$ cat src/hdl/plbb_pkg.sv
`timescale 1ns / 1ps
// ----------------------------------------------------------------------------
// plbb_pkg
// Shared widths, register indexes, types and helpers for the linearized
// bang-bang position controller.
// ----------------------------------------------------------------------------
package plbb_pkg;

  // Converter sample and drive widths
  localparam int SAMPLE_BITS = 16;
  localparam int DUTY_BITS   = 8;

  // Fixed-point layout
  localparam int COEF_W    = 32;
  localparam int BAND_W    = 31;
  localparam int FRAC_BITS = SAMPLE_BITS - 1;
  localparam int PROD_W    = COEF_W + SAMPLE_BITS;
  localparam int SHIFT_W   = PROD_W - FRAC_BITS;
  localparam int SUM_W     = SHIFT_W + 1;
  localparam int EDGE_W    = COEF_W + 2;
  localparam int DIR_W     = 2;

  // Stream payload widths, padded to whole bytes
  localparam int IN_W  = ((SAMPLE_BITS + 7) / 8) * 8;
  localparam int OUT_W = ((COEF_W + DIR_W + DUTY_BITS + 7) / 8) * 8;

  // Configuration port
  localparam int CFG_ADDR_W = 3;
  localparam int CFG_DATA_W = 32;

  typedef enum logic [CFG_ADDR_W-1:0] {
    REG_COEF_ZERO   = 3'd0,
    REG_COEF_ONE    = 3'd1,
    REG_COEF_TWO    = 3'd2,
    REG_COEF_THREE  = 3'd3,
    REG_COEF_FOUR   = 3'd4,
    REG_TARGET      = 3'd5,
    REG_DEAD_BAND   = 3'd6
  } reg_idx_e;

  // Register reset values
  localparam logic signed [COEF_W-1:0] COEF_ZERO_RST  = 32'sd4122214;
  localparam logic signed [COEF_W-1:0] COEF_ONE_RST   = -32'sd31138513;
  localparam logic signed [COEF_W-1:0] COEF_TWO_RST   = 32'sd116108165;
  localparam logic signed [COEF_W-1:0] COEF_THREE_RST = -32'sd214904340;
  localparam logic signed [COEF_W-1:0] COEF_FOUR_RST  = 32'sd154893681;
  localparam logic signed [COEF_W-1:0] TARGET_RST     = 32'sd786432;
  localparam logic [BAND_W-1:0]        DEAD_BAND_RST  = 31'd0;

  // Drive direction codes
  typedef enum logic [DIR_W-1:0] {
    DIR_HOLD    = 2'd0,
    DIR_EXTEND  = 2'd1,
    DIR_RETRACT = 2'd2
  } dir_e;

  // One item moving through the polynomial pipeline
  typedef struct packed {
    logic                          valid;
    logic signed [SAMPLE_BITS-1:0] x;
    logic signed [COEF_W-1:0]      acc;
  } step_t;

  // Clamp a wide signed sum into the 32-bit signed range
  function automatic logic signed [COEF_W-1:0] sat_coef(input logic signed [SUM_W-1:0] v);
    logic signed [SUM_W-1:0] max_v;
    logic signed [SUM_W-1:0] min_v;
    max_v = SUM_W'({1'b0, {(COEF_W-1){1'b1}}});
    min_v = -max_v - SUM_W'(1);
    if (v > max_v) begin
      sat_coef = {1'b0, {(COEF_W-1){1'b1}}};
    end else if (v < min_v) begin
      sat_coef = {1'b1, {(COEF_W-1){1'b0}}};
    end else begin
      sat_coef = v[COEF_W-1:0];
    end
  endfunction

endpackage

$ cat src/hdl/plbb_band.sv
`timescale 1ns / 1ps
// ----------------------------------------------------------------------------
// plbb_band
// Band compare and output register: decide drive direction and duty from the
// linearized distance and hold the result until the receiver takes it.
// ----------------------------------------------------------------------------
module plbb_band (
  input  logic                                clk_i,
  input  logic                                rst_ni,
  input  logic                                en_i,
  input  plbb_pkg::step_t                     step_i,
  input  logic signed [plbb_pkg::COEF_W-1:0]  target_i,
  input  logic [plbb_pkg::BAND_W-1:0]         dead_band_i,
  output logic                                valid_o,
  output logic signed [plbb_pkg::COEF_W-1:0]  distance_o,
  output plbb_pkg::dir_e                      direction_o,
  output logic [plbb_pkg::DUTY_BITS-1:0]      duty_o
);

  logic signed [plbb_pkg::EDGE_W-1:0] lo, hi, dist_ext;
  plbb_pkg::dir_e                     dir_d;
  logic [plbb_pkg::DUTY_BITS-1:0]     duty_d;

  logic                               valid_q;
  logic signed [plbb_pkg::COEF_W-1:0] distance_q;
  plbb_pkg::dir_e                     dir_q;
  logic [plbb_pkg::DUTY_BITS-1:0]     duty_q;

  // Form band edges wide enough that they never wrap
  always_comb begin
    lo       = plbb_pkg::EDGE_W'(target_i)
             - plbb_pkg::EDGE_W'($signed({1'b0, dead_band_i}));
    hi       = plbb_pkg::EDGE_W'(target_i)
             + plbb_pkg::EDGE_W'($signed({1'b0, dead_band_i}));
    dist_ext = plbb_pkg::EDGE_W'(step_i.acc);
    dir_d    = plbb_pkg::DIR_HOLD;
    duty_d   = '0;
    if (dist_ext < lo) begin
      dir_d  = plbb_pkg::DIR_EXTEND;
      duty_d = '1;
    end else if (dist_ext > hi) begin
      dir_d  = plbb_pkg::DIR_RETRACT;
      duty_d = '1;
    end
  end

  always_ff @(posedge clk_i or negedge rst_ni) begin
    if (!rst_ni) begin
      valid_q <= 1'b0;
    end else if (en_i) begin
      valid_q <= step_i.valid;
    end
  end

  always_ff @(posedge clk_i) begin
    if (en_i) begin
      distance_q <= step_i.acc;
      dir_q      <= dir_d;
      duty_q     <= duty_d;
    end
  end

  assign valid_o     = valid_q;
  assign distance_o  = distance_q;
  assign direction_o = dir_q;
  assign duty_o      = duty_q;

endmodule

$ cat config.mk
export PLATFORM = sky130hd
export DESIGN_NAME = plbb_band
export DESIGN_NICKNAME = d
export VERILOG_FILES = /design/src/hdl/plbb_pkg.sv /design/src/hdl/plbb_band.sv
export SDC_FILE = /design/constraint.sdc
export NUM_CORES = 1
export LEC_CHECK = 0
export BUFFER_PORTS_ARGS = -buffer_cell sky130_fd_sc_hd__buf_2
export CORE_AREA = 10 10 113 115
export CTS_CLUSTER_SIZE = 24
export DETAILED_ROUTE_END_ITERATION = 8
export DIE_AREA = 0 0 123 125
export GPL_TIMING_DRIVEN = 0
export PLACE_DENSITY = 0.87
export SETUP_SLACK_MARGIN = 0.3
export SYNTH_ARGS = -nofsm -noshare
export SYNTH_HDL_FRONTEND = slang
export SYNTH_SLANG_ARGS = --single-unit
$ cat constraint.sdc
create_clock -name clk_i -period 1.05 [get_ports clk_i]
set_input_delay 0.1575 -clock clk_i [delete_from_list [all_inputs] [get_ports clk_i]]
set_output_delay 0.1575 -clock clk_i [all_outputs]
set_load 0.02 [all_outputs]
==> impl_metrics.json <==
{
  "run_status": "finished with violations",
  "violations": "setup timing",
  "initial_core_util_pct": 58.3,
  "grt_pass1_wl_um": 29500,
  "pwr-share-seq_pct": 19.7,
  "place.gp.congestion": 0.946,
  "core_mm2": 0.0106,
  "final_cell_mix": "121 x ha_1, 95 x buf_2, 64 x a21oi_1",
  "syn2layout_area_growth_pct": 32.7,
  "dpl-instance-area_mm2": 0.00718,
  "final_common_cell": "ha_1",
  "wl_met1_um": 7960,
  "switchingPower_mw": 3.68,
  "yosys_register_bits": 36,
  "power.leakage_nw": 3.85,
  "p_clk_share_pct": 19.3,
  "syn_inst": 739,
  "max_slew_margin_pct": 65.0,
  "dr_wl_met3_um": 1920,
  "grt_pass1_vias": 6141,
  "final_core_util_pct": 77.3,
  "wire_per_inst_um": 19.5,
  "drive_above_1_share_pct": 29.7,
  "num_vias": 6529,
  "post-route-period-util_pct": 413,
  "min-delay-path-class": "in -> reg",
  "nets": 1161,
  "fin_skew_ns": 0,
  "grt_max_degree": 37,
  "crit_fanout": 8,
  "drcViolationCount": 0,
  "period_needed_ns": 4.33,
  "path_clk_slew_ns": 0.07,
  "cts-htree-levels": 2,
  "yosys_warnings": 0,
  "arrival_ns": 4.38,
  "ys_types": 77,
  "yosys_most_used_dff": "edfxtp_1",
  "slew_viol_final": 0,
  "finalWorstSetupSlack_ns": -3.28,
  "holdWs_ns": 0.0556,
  "setup_violations": 11,
  "cts-buffers-inserted": 5,
  "required_ns": 1.10,
  "clk_latency_ns": 0.29,
  "grt_overflow_total": 0,
  "yosysSeqAreaShare_pct": 17.4,
  "avgSynthCellArea_um2": 8.36,
  "layout.cells.non_filler": 1058,
  "dieArea_mm2": 0.0154,
  "cts.sinks": 36,
  "firstDrtPassIters": 5,
  "diodes": 0,
  "drt_wl_total_um": 20600,
  "multiInputGateArea_mm2": 0.00504,
  "place_ws_ns": -3.77,
  "startpoint_type": "primary input",
  "stdcell_area_mm2": 0.00820,
  "root_buffer": "clkbuf_8",
  "antenna_found_initial": 1,
  "rsz0062_at_grt": "true",
  "placementRows": 38,
  "vdd_drop_max_uv": 743,
  "power_density_mw_per_mm2": 1110,
  "tightest_slew_ns": 0.517,
  "swShare_pct": 40.5,
  "synth_edf_count": 35,
  "synth_fp_nets": 983,
  "syn_area_mm2": 0.00618,
  "wl_met2_um": 9910,
  "fillers": 688,
  "ios": 158,
  "dp_hpwl_um": 14800,
  "die_x_um": 123,
  "maxCapViolCount": 0,
  "path_class": "in -> reg",
  "register_area_mm2": 0.00108,
  "highest_layer": "met5",
  "die_y_um": 125,
  "hold_viol": 0,
  "synthArstFlopShare_pct": 2.78,
  "max_freq_mhz": 231,
  "ant_nets": 0,
  "p_int_mw": 5.41,
  "cts_buffer_depth": 2,
  "cts_tree": "done",
  "p_comb_share_pct": 61.0,
  "portBuffers": 140,
  "critPathCaptureType": "flop",
  "first_iter_violations": 646,
  "via_per_inst": 6.17,
  "dp_cells": 1019,
  "grt_use_total_pct": 22.8
}
==> final timing paths <==
| check | start | endpoint | slack, ns | depth (start not counted) |
|---|---|---|---|---|
| setup reg to reg | valid_o$_DFFE_PN0P_ | valid_o$_DFFE_PN0P_ | 0.26 | 1 |
| hold reg to reg | valid_o$_DFFE_PN0P_ | valid_o$_DFFE_PN0P_ | 0.54 | 1 |
| hold / removal | step_i[0] | distance_o[0]$_DFFE_PP_ | 0.06 | 1 |
| setup / recovery | dead_band_i[5] | duty_o[6]$_SDFFCE_PP1P_ | -3.28 | 19 |
| max in group asynchronous | rst_ni | valid_o$_DFFE_PN0P_ | 0.76 | 2 |
| min in group asynchronous | rst_ni | valid_o$_DFFE_PN0P_ | 0.19 | 2 |
==> power by group through the flow <==
stage | combinational [mW] | sequential [mW] | clock, mW
final | 5.55 | 1.79 | 1.76
after CTS | 5.01 | 1.78 | 1.74
after floorplan | 3.12 | 1.98 | 0
after global placement | 4.41 | 1.80 | 0
after detailed placement | 4.53 | 1.81 | 0
after global routing | 6.03 | 1.80 | 1.81
==> worst max-delay path, cell delays in order <==
cell and delay (ns):
buf_2 0.09, inv_1 0.04, ha_1 0.26, clkbuf_4 0.19
nand2b_1 0.08, a21oi_1 0.20, o21bai_1 0.17, a311oi_4 0.47
nor2_1 0.14, or3_4 0.41, a31oi_1 0.21, o31ai_1 0.10
ha_1 0.38, or4b_2 0.62, a221oi_2 0.19, o221ai_1 0.15
a21oi_1 0.19, a21oi_2 0.09, or2_1 0.23
==> metal layers <==
layer / vias to the layer above / GRT usage [%]
met5: - / 0
met2: 385 / 39.5
met3: 92 / 3.83
met1: 2985 / 29.1
met4: 2 / 4.46
li1: 3065 / -
==> Yosys cell counts (all sizes together) (9+ instances only) <==
master,count,share of area (%)
xnor2,41,5.8
nand2,37,2.3
nand3,20,1.6
edfxtp,35,17
nor2,54,3.3
ha,127,26
o21bai,17,2.1
nand4,15,1.5
a21oi,73,6.2
nor2b,9,0.91
buf,19,2.0
nor3,19,1.6
clkbuf,12,0.73
a21o,34,4.1
o31ai,10,1.3
inv,68,4.1
o21ai,20,1.6
nand2b,11,1.1
==> final cells by class <==
type,count,area share [%]
buffer,31,2.90
clock buffer,5,0.839
clock inverter,3,1.10
inverter,70,3.30
multi-input combinational,602,61.5
sequential,36,13.1
tap,140,2.14
timing repair buffer,171,15.0
==> per-stage QoR <==
stage / power [mW] / setup TNS [ns]
2_1_floorplan: 5.10 / -8.51
3_3_place_gp: 6.21 / -16.69
3_5_place_dp: 6.34 / -17.01
4_1_cts: 8.53 / -10.43
5_1_grt: 9.64 / -11.99
6_report: 9.09 / -11.13
==> kinds of logic after synthesis <==
family          count (synthesis)  synth area share [%]
buf+inv                       101                  7.01
xor+xnor                       48                  6.81
flops                          36                  17.4
fa+ha+maj                     129                  26.4
simple gates                  205                  16.9
mux                             5                 0.830
compound gates                215                  24.7
==> state kept, by name, summed over array words and instances, names as in the netlist <==
| register | cells |
|---|---|
| direction_o | 2 |
| distance_o | 32 |
| duty_o | 1 |
| valid_o | 1 |
==> what timing repair did <==
action | in CTS | in global routing
gates resized for setup | 121 | 48
buffers inserted | 12 | 18
hold endpoints to repair | 1 | 0
setup endpoints to repair | 82 | 47
hold buffers | 1 | 0
pin swaps | 26 | 29
(Power assumes the default switching activity.)
