### src/hdl/plbb_pkg.sv
`timescale 1ns / 1ps
// ----------------------------------------------------------------------------
// plbb_pkg
// Shared widths, register indexes, types and helpers for the linearized
// bang-bang position controller.
// ----------------------------------------------------------------------------
package plbb_pkg;

  // Converter sample and drive widths
  localparam int SAMPLE_BITS = 16;
  localparam int DUTY_BITS   = 8;

  // Fixed-point layout
  localparam int COEF_W    = 32;
  localparam int BAND_W    = 31;
  localparam int FRAC_BITS = SAMPLE_BITS - 1;
  localparam int PROD_W    = COEF_W + SAMPLE_BITS;
  localparam int SHIFT_W   = PROD_W - FRAC_BITS;
  localparam int SUM_W     = SHIFT_W + 1;
  localparam int EDGE_W    = COEF_W + 2;
  localparam int DIR_W     = 2;

  // Stream payload widths, padded to whole bytes
  localparam int IN_W  = ((SAMPLE_BITS + 7) / 8) * 8;
  localparam int OUT_W = ((COEF_W + DIR_W + DUTY_BITS + 7) / 8) * 8;

  // Configuration port
  localparam int CFG_ADDR_W = 3;
  localparam int CFG_DATA_W = 32;

  typedef enum logic [CFG_ADDR_W-1:0] {
    REG_COEF_ZERO   = 3'd0,
    REG_COEF_ONE    = 3'd1,
    REG_COEF_TWO    = 3'd2,
    REG_COEF_THREE  = 3'd3,
    REG_COEF_FOUR   = 3'd4,
    REG_TARGET      = 3'd5,
    REG_DEAD_BAND   = 3'd6
  } reg_idx_e;

  // Register reset values
  localparam logic signed [COEF_W-1:0] COEF_ZERO_RST  = 32'sd4122214;
  localparam logic signed [COEF_W-1:0] COEF_ONE_RST   = -32'sd31138513;
  localparam logic signed [COEF_W-1:0] COEF_TWO_RST   = 32'sd116108165;
  localparam logic signed [COEF_W-1:0] COEF_THREE_RST = -32'sd214904340;
  localparam logic signed [COEF_W-1:0] COEF_FOUR_RST  = 32'sd154893681;
  localparam logic signed [COEF_W-1:0] TARGET_RST     = 32'sd786432;
  localparam logic [BAND_W-1:0]        DEAD_BAND_RST  = 31'd0;

  // Drive direction codes
  typedef enum logic [DIR_W-1:0] {
    DIR_HOLD    = 2'd0,
    DIR_EXTEND  = 2'd1,
    DIR_RETRACT = 2'd2
  } dir_e;

  // One item moving through the polynomial pipeline
  typedef struct packed {
    logic                          valid;
    logic signed [SAMPLE_BITS-1:0] x;
    logic signed [COEF_W-1:0]      acc;
  } step_t;

  // Clamp a wide signed sum into the 32-bit signed range
  function automatic logic signed [COEF_W-1:0] sat_coef(input logic signed [SUM_W-1:0] v);
    logic signed [SUM_W-1:0] max_v;
    logic signed [SUM_W-1:0] min_v;
    max_v = SUM_W'({1'b0, {(COEF_W-1){1'b1}}});
    min_v = -max_v - SUM_W'(1);
    if (v > max_v) begin
      sat_coef = {1'b0, {(COEF_W-1){1'b1}}};
    end else if (v < min_v) begin
      sat_coef = {1'b1, {(COEF_W-1){1'b0}}};
    end else begin
      sat_coef = v[COEF_W-1:0];
    end
  endfunction

endpackage

### src/hdl/plbb_horner_step.sv
`timescale 1ns / 1ps
// ----------------------------------------------------------------------------
// plbb_horner_step
// One Horner step in two register stages: multiply accumulator by sample,
// then round, rescale, add the next coefficient and saturate.
// ----------------------------------------------------------------------------
module plbb_horner_step (
  input  logic                              clk_i,
  input  logic                              rst_ni,
  input  logic                              en_i,
  input  plbb_pkg::step_t                   step_i,
  input  logic signed [plbb_pkg::COEF_W-1:0] coef_i,
  output plbb_pkg::step_t                   step_o
);

  localparam logic signed [plbb_pkg::PROD_W-1:0] RoundConst =
    plbb_pkg::PROD_W'(1) <<< (plbb_pkg::FRAC_BITS - 1);

  // Stage A: product register
  logic                                    valid_a_q;
  logic signed [plbb_pkg::SAMPLE_BITS-1:0] x_a_q;
  logic signed [plbb_pkg::PROD_W-1:0]      prod_a_d, prod_a_q;

  // Stage B: combine and saturate
  logic signed [plbb_pkg::PROD_W-1:0]      rnd;
  logic signed [plbb_pkg::SHIFT_W-1:0]     scaled;
  logic signed [plbb_pkg::SUM_W-1:0]       sum;
  plbb_pkg::step_t                         step_d;
  logic                                    valid_b_q;
  logic signed [plbb_pkg::SAMPLE_BITS-1:0] x_b_q;
  logic signed [plbb_pkg::COEF_W-1:0]      acc_b_q;

  // Exact signed product of accumulator and sample
  assign prod_a_d = plbb_pkg::PROD_W'(step_i.acc) * plbb_pkg::PROD_W'(step_i.x);

  always_ff @(posedge clk_i or negedge rst_ni) begin
    if (!rst_ni) begin
      valid_a_q <= 1'b0;
    end else if (en_i) begin
      valid_a_q <= step_i.valid;
    end
  end

  always_ff @(posedge clk_i) begin
    if (en_i) begin
      x_a_q    <= step_i.x;
      prod_a_q <= prod_a_d;
    end
  end

  // Round to nearest (halves up), drop the fraction, add coefficient
  always_comb begin
    rnd          = prod_a_q + RoundConst;
    scaled       = rnd[plbb_pkg::PROD_W-1:plbb_pkg::FRAC_BITS];
    sum          = plbb_pkg::SUM_W'(scaled) + plbb_pkg::SUM_W'(coef_i);
    step_d.valid = valid_a_q;
    step_d.x     = x_a_q;
    step_d.acc   = plbb_pkg::sat_coef(sum);
  end

  always_ff @(posedge clk_i or negedge rst_ni) begin
    if (!rst_ni) begin
      valid_b_q <= 1'b0;
    end else if (en_i) begin
      valid_b_q <= step_d.valid;
    end
  end

  always_ff @(posedge clk_i) begin
    if (en_i) begin
      x_b_q   <= step_d.x;
      acc_b_q <= step_d.acc;
    end
  end

  assign step_o.valid = valid_b_q;
  assign step_o.x     = x_b_q;
  assign step_o.acc   = acc_b_q;

endmodule

### config.mk
export PLATFORM = sky130hd
export DESIGN_NAME = plbb_horner_step
export DESIGN_NICKNAME = d
export VERILOG_FILES = /design/src/hdl/plbb_pkg.sv /design/src/hdl/plbb_horner_step.sv
export SDC_FILE = /design/constraint.sdc
export NUM_CORES = 1
export LEC_CHECK = 0
export ABC_CLOCK_PERIOD_IN_PS = 4690
export BUFFER_PORTS_ARGS = -buffer_cell sky130_fd_sc_hd__buf_4
export CAP_MARGIN = 20
export CORE_ASPECT_RATIO = 0.8
export CORE_MARGIN = 2
export CORE_UTILIZATION = 50
export DETAILED_ROUTE_END_ITERATION = 16
export PLACE_DENSITY = 0.64
export SLEW_MARGIN = 10
export SYNTH_ARGS = -nofsm -noshare
export SYNTH_HDL_FRONTEND = slang
export SYNTH_SLANG_ARGS = --single-unit
### constraint.sdc
create_clock -name clk_i -period 4.69 [get_ports clk_i]
set_input_delay 0.2345 -clock clk_i [delete_from_list [all_inputs] [get_ports clk_i]]
set_output_delay 0.2345 -clock clk_i [all_outputs]
set_load 0.02 [all_outputs]
==> flow_summary.json <==
{
  "outcome": "complete, but fails checks",
  "violations": "negative setup slack",
  "hold_ws_ns": 0.0424,
  "slew_violations": 0,
  "dr.first_iter.drc_count": 1132,
  "layout_worst_path_cycle_share_pct": 119,
  "grt_pass1_wl_um": 102000,
  "yosys_warnings": 0,
  "critPathRequiredTime_ns": 4.84,
  "synth_fp_nets": 3135,
  "wl_per_cell_um": 19.4,
  "synth_edf_count": 98,
  "drc_errors": 0,
  "vias": 17800,
  "ys_ff_latch": 100,
  "finish.utilization_pct": 65.0,
  "htree_levels": 3,
  "cts.sink_count": 100,
  "fin_worst_skew_ns": 0.0100,
  "dieWidth_um": 244,
  "drtPass1Iterations": 5,
  "critPathKind": "in -> reg",
  "wirelength_um": 66300,
  "slew_headroom_pct": 55.4,
  "synthCells": 2420,
  "drv_cap": 0,
  "placementRows": 70,
  "core_um2": 45600,
  "fillCellCount": 3562,
  "die-area_um2": 47900,
  "overflow": 0,
  "synth.distinct_cells": 81,
  "report.final.hold_viol_count": 0,
  "start_util_pct": 50.5,
  "clkTransAtPathRegs_ns": 0.09,
  "rsz0062_at_grt": "true",
  "avgSynthCellArea_um2": 9.53,
  "syn_area_um2": 23100,
  "setup_viol": 34,
  "clock_latency_ns": 0.40,
  "cts_buffers": 9,
  "diodes": 0,
  "io_pins": 133,
  "finalSetupTns_ns": -20.11,
  "critPathMaxFanout": 13,
  "ys_seq_area_share_pct": 13.0,
  "cts_max_path_buffers": 2,
  "die_h_um": 196,
  "drive_gt1_share_pct": 28.4,
  "end_kind": "flop",
  "synth_top_flop_cell": "edfxtp_1",
  "final_common_cell": "inv_1",
  "start_kind": "input pin",
  "cp.arrival_ns": 5.72,
  "cts_root_buf": "clkbuf_16",
  "area_growth_syn_to_layout_pct": 28.7,
  "portBuffers": 132,
  "period_needed_ns": 5.57,
  "cts_tree": "done",
  "ant_nets": 0,
  "num-nets-final": 3519,
  "async_flop_share_pct": 2.00,
  "grt_usage_pct": 28.0,
  "hpwl_um": 51100,
  "max_freq_mhz": 180,
  "mostFrequentLayoutCells": "506 x inv_1, 426 x fa_1, 341 x buf_4",
  "tightest_slew_ns": 0.668,
  "grt_max_degree": 40,
  "timing.final.ws_setup_ns": -0.877,
  "avgViaCountPerCell": 5.19,
  "grt_pass1_vias": 18600,
  "gp_congestion": 0.933,
  "antenna_found_initial": 1,
  "hold_class": "in -> reg"
}
==> layer usage <==
layer | global-route usage [%] | wire length, um
met4 | 8.60 | 1610
met1 | 39.3 | 29100
met3 | 10.7 | 7290
met2 | 40.1 | 28300
met5 | 0 | 13
==> cell type report <==
cell class | count | area, um2 | share of cell area [%]
Timing Repair Buffer | 465 | 4720 | 15.9
Tap cell | 612 | 766 | 2.58
Clock buffer | 9 | 225 | 0.759
Sequential cell | 100 | 2990 | 10.1
Inverter | 551 | 2080 | 7.01
Multi-Input combinational cell | 1676 | 18800 | 63.3
Clock inverter | 7 | 91.3 | 0.308
Timing Repair inverter | 1 | 16.3 | 0.0548
==> path summary, 6_finish.rpt <==
| path | startpoint | to | slack, ns | depth (start not counted) |
|---|---|---|---|---|
| setup / recovery | step_i[6] | prod_a_q[42]$_DFFE_PP_ | -0.88 | 19 |
| hold / removal | step_i[35] | x_a_q[3]$_DFFE_PP_ | 0.04 | 1 |
| setup reg to reg | prod_a_q[17]$_DFFE_PP_ | acc_b_q[2]$_SDFFCE_PN1P_ | 0.33 | 19 |
| hold reg to reg | x_a_q[4]$_DFFE_PP_ | x_b_q[4]$_DFFE_PP_ | 0.42 | 0 |
| max in group asynchronous | rst_ni | valid_a_q$_DFFE_PN0P_ | 4.44 | 2 |
| min in group asynchronous | rst_ni | valid_b_q$_DFFE_PN0P_ | 0.17 | 2 |
==> critical path, cell delays in order <==
cell	delay [ns]
buf_8	0.15
nand2_2	0.09
fa_1	0.55
inv_1	0.06
fa_2	0.48
fa_2	0.63
fa_2	0.46
fa_1	0.57
inv_1	0.05
fa_1	0.49
inv_2	0.05
ha_4	0.29
nand4_1	0.13
or4_4	0.57
a31oi_4	0.30
a41oi_4	0.18
o21ai_2	0.19
a211oi_2	0.09
xnor2_1	0.12
==> repair_timing <==
item,CTS,global route
buffers inserted,29,34
setup endpoints to repair,49,65
gates cloned,13,8
hold buffers,1,0
resized for setup,201,194
hold endpoints to repair,2,0
pin swaps,102,153
==> metrics by stage <==
| stage | instances | area, um2 | setup slack (ns) |
|---|---|---|---|
| 2_1_floorplan | 2420 | 23800 | -0.932 |
| 3_3_place_gp | 3325 | 26900 | -1.40 |
| 3_5_place_dp | 3325 | 26900 | -1.50 |
| 4_1_cts | 3380 | 28500 | -0.858 |
| 5_1_grt | 3421 | 29700 | -1.01 |
| 6_report | 3421 | 29700 | -0.877 |
==> registers in the layout, indices dropped and copies added (netlist names) <==
register / flops
x_b_q: 16
acc_b_q: 32
valid_a_q: 1
prod_a_q: 34
valid_b_q: 1
x_a_q: 16
==> Yosys cell counts, drive strengths merged, types with 3 or more instances <==
library cell,instances,share of area (%)
nor2,67,1.1
xor2,34,1.4
ha,145,7.9
buf,12,0.42
a21oi,59,1.3
nand2b,15,0.41
o21a,9,0.29
clkbuf,82,1.3
a221oi,4,0.18
and4,5,0.19
and2,202,5.5
a41oi,3,0.18
nand4,4,0.11
a21o,66,2.2
fa,486,42
o21bai,12,0.42
nand2,331,5.4
inv,550,9.0
nor4,3,0.081
xnor2,62,2.4
a31oi,8,0.37
a21boi,4,0.20
a31o,6,0.23
o21ai,35,0.81
o31ai,4,0.25
o211ai,3,0.098
nor2b,8,0.22
nor3,15,0.33
edfxtp,98,13
a211oi,6,0.26
nand3,30,0.65
and3,18,0.49
==> logic make-up after synthesis <==
logic type / synth area share, %
buf+inv: 10.7
fa+ha+maj: 50.1
xor+xnor: 3.73
simple gates: 14.7
compound gates: 7.64
mux: 0.141
flops: 13.0
Power is left out: the tool's default activity adds up to more than one toggle a clock period on the data nets, which glitch-free logic cannot reach.
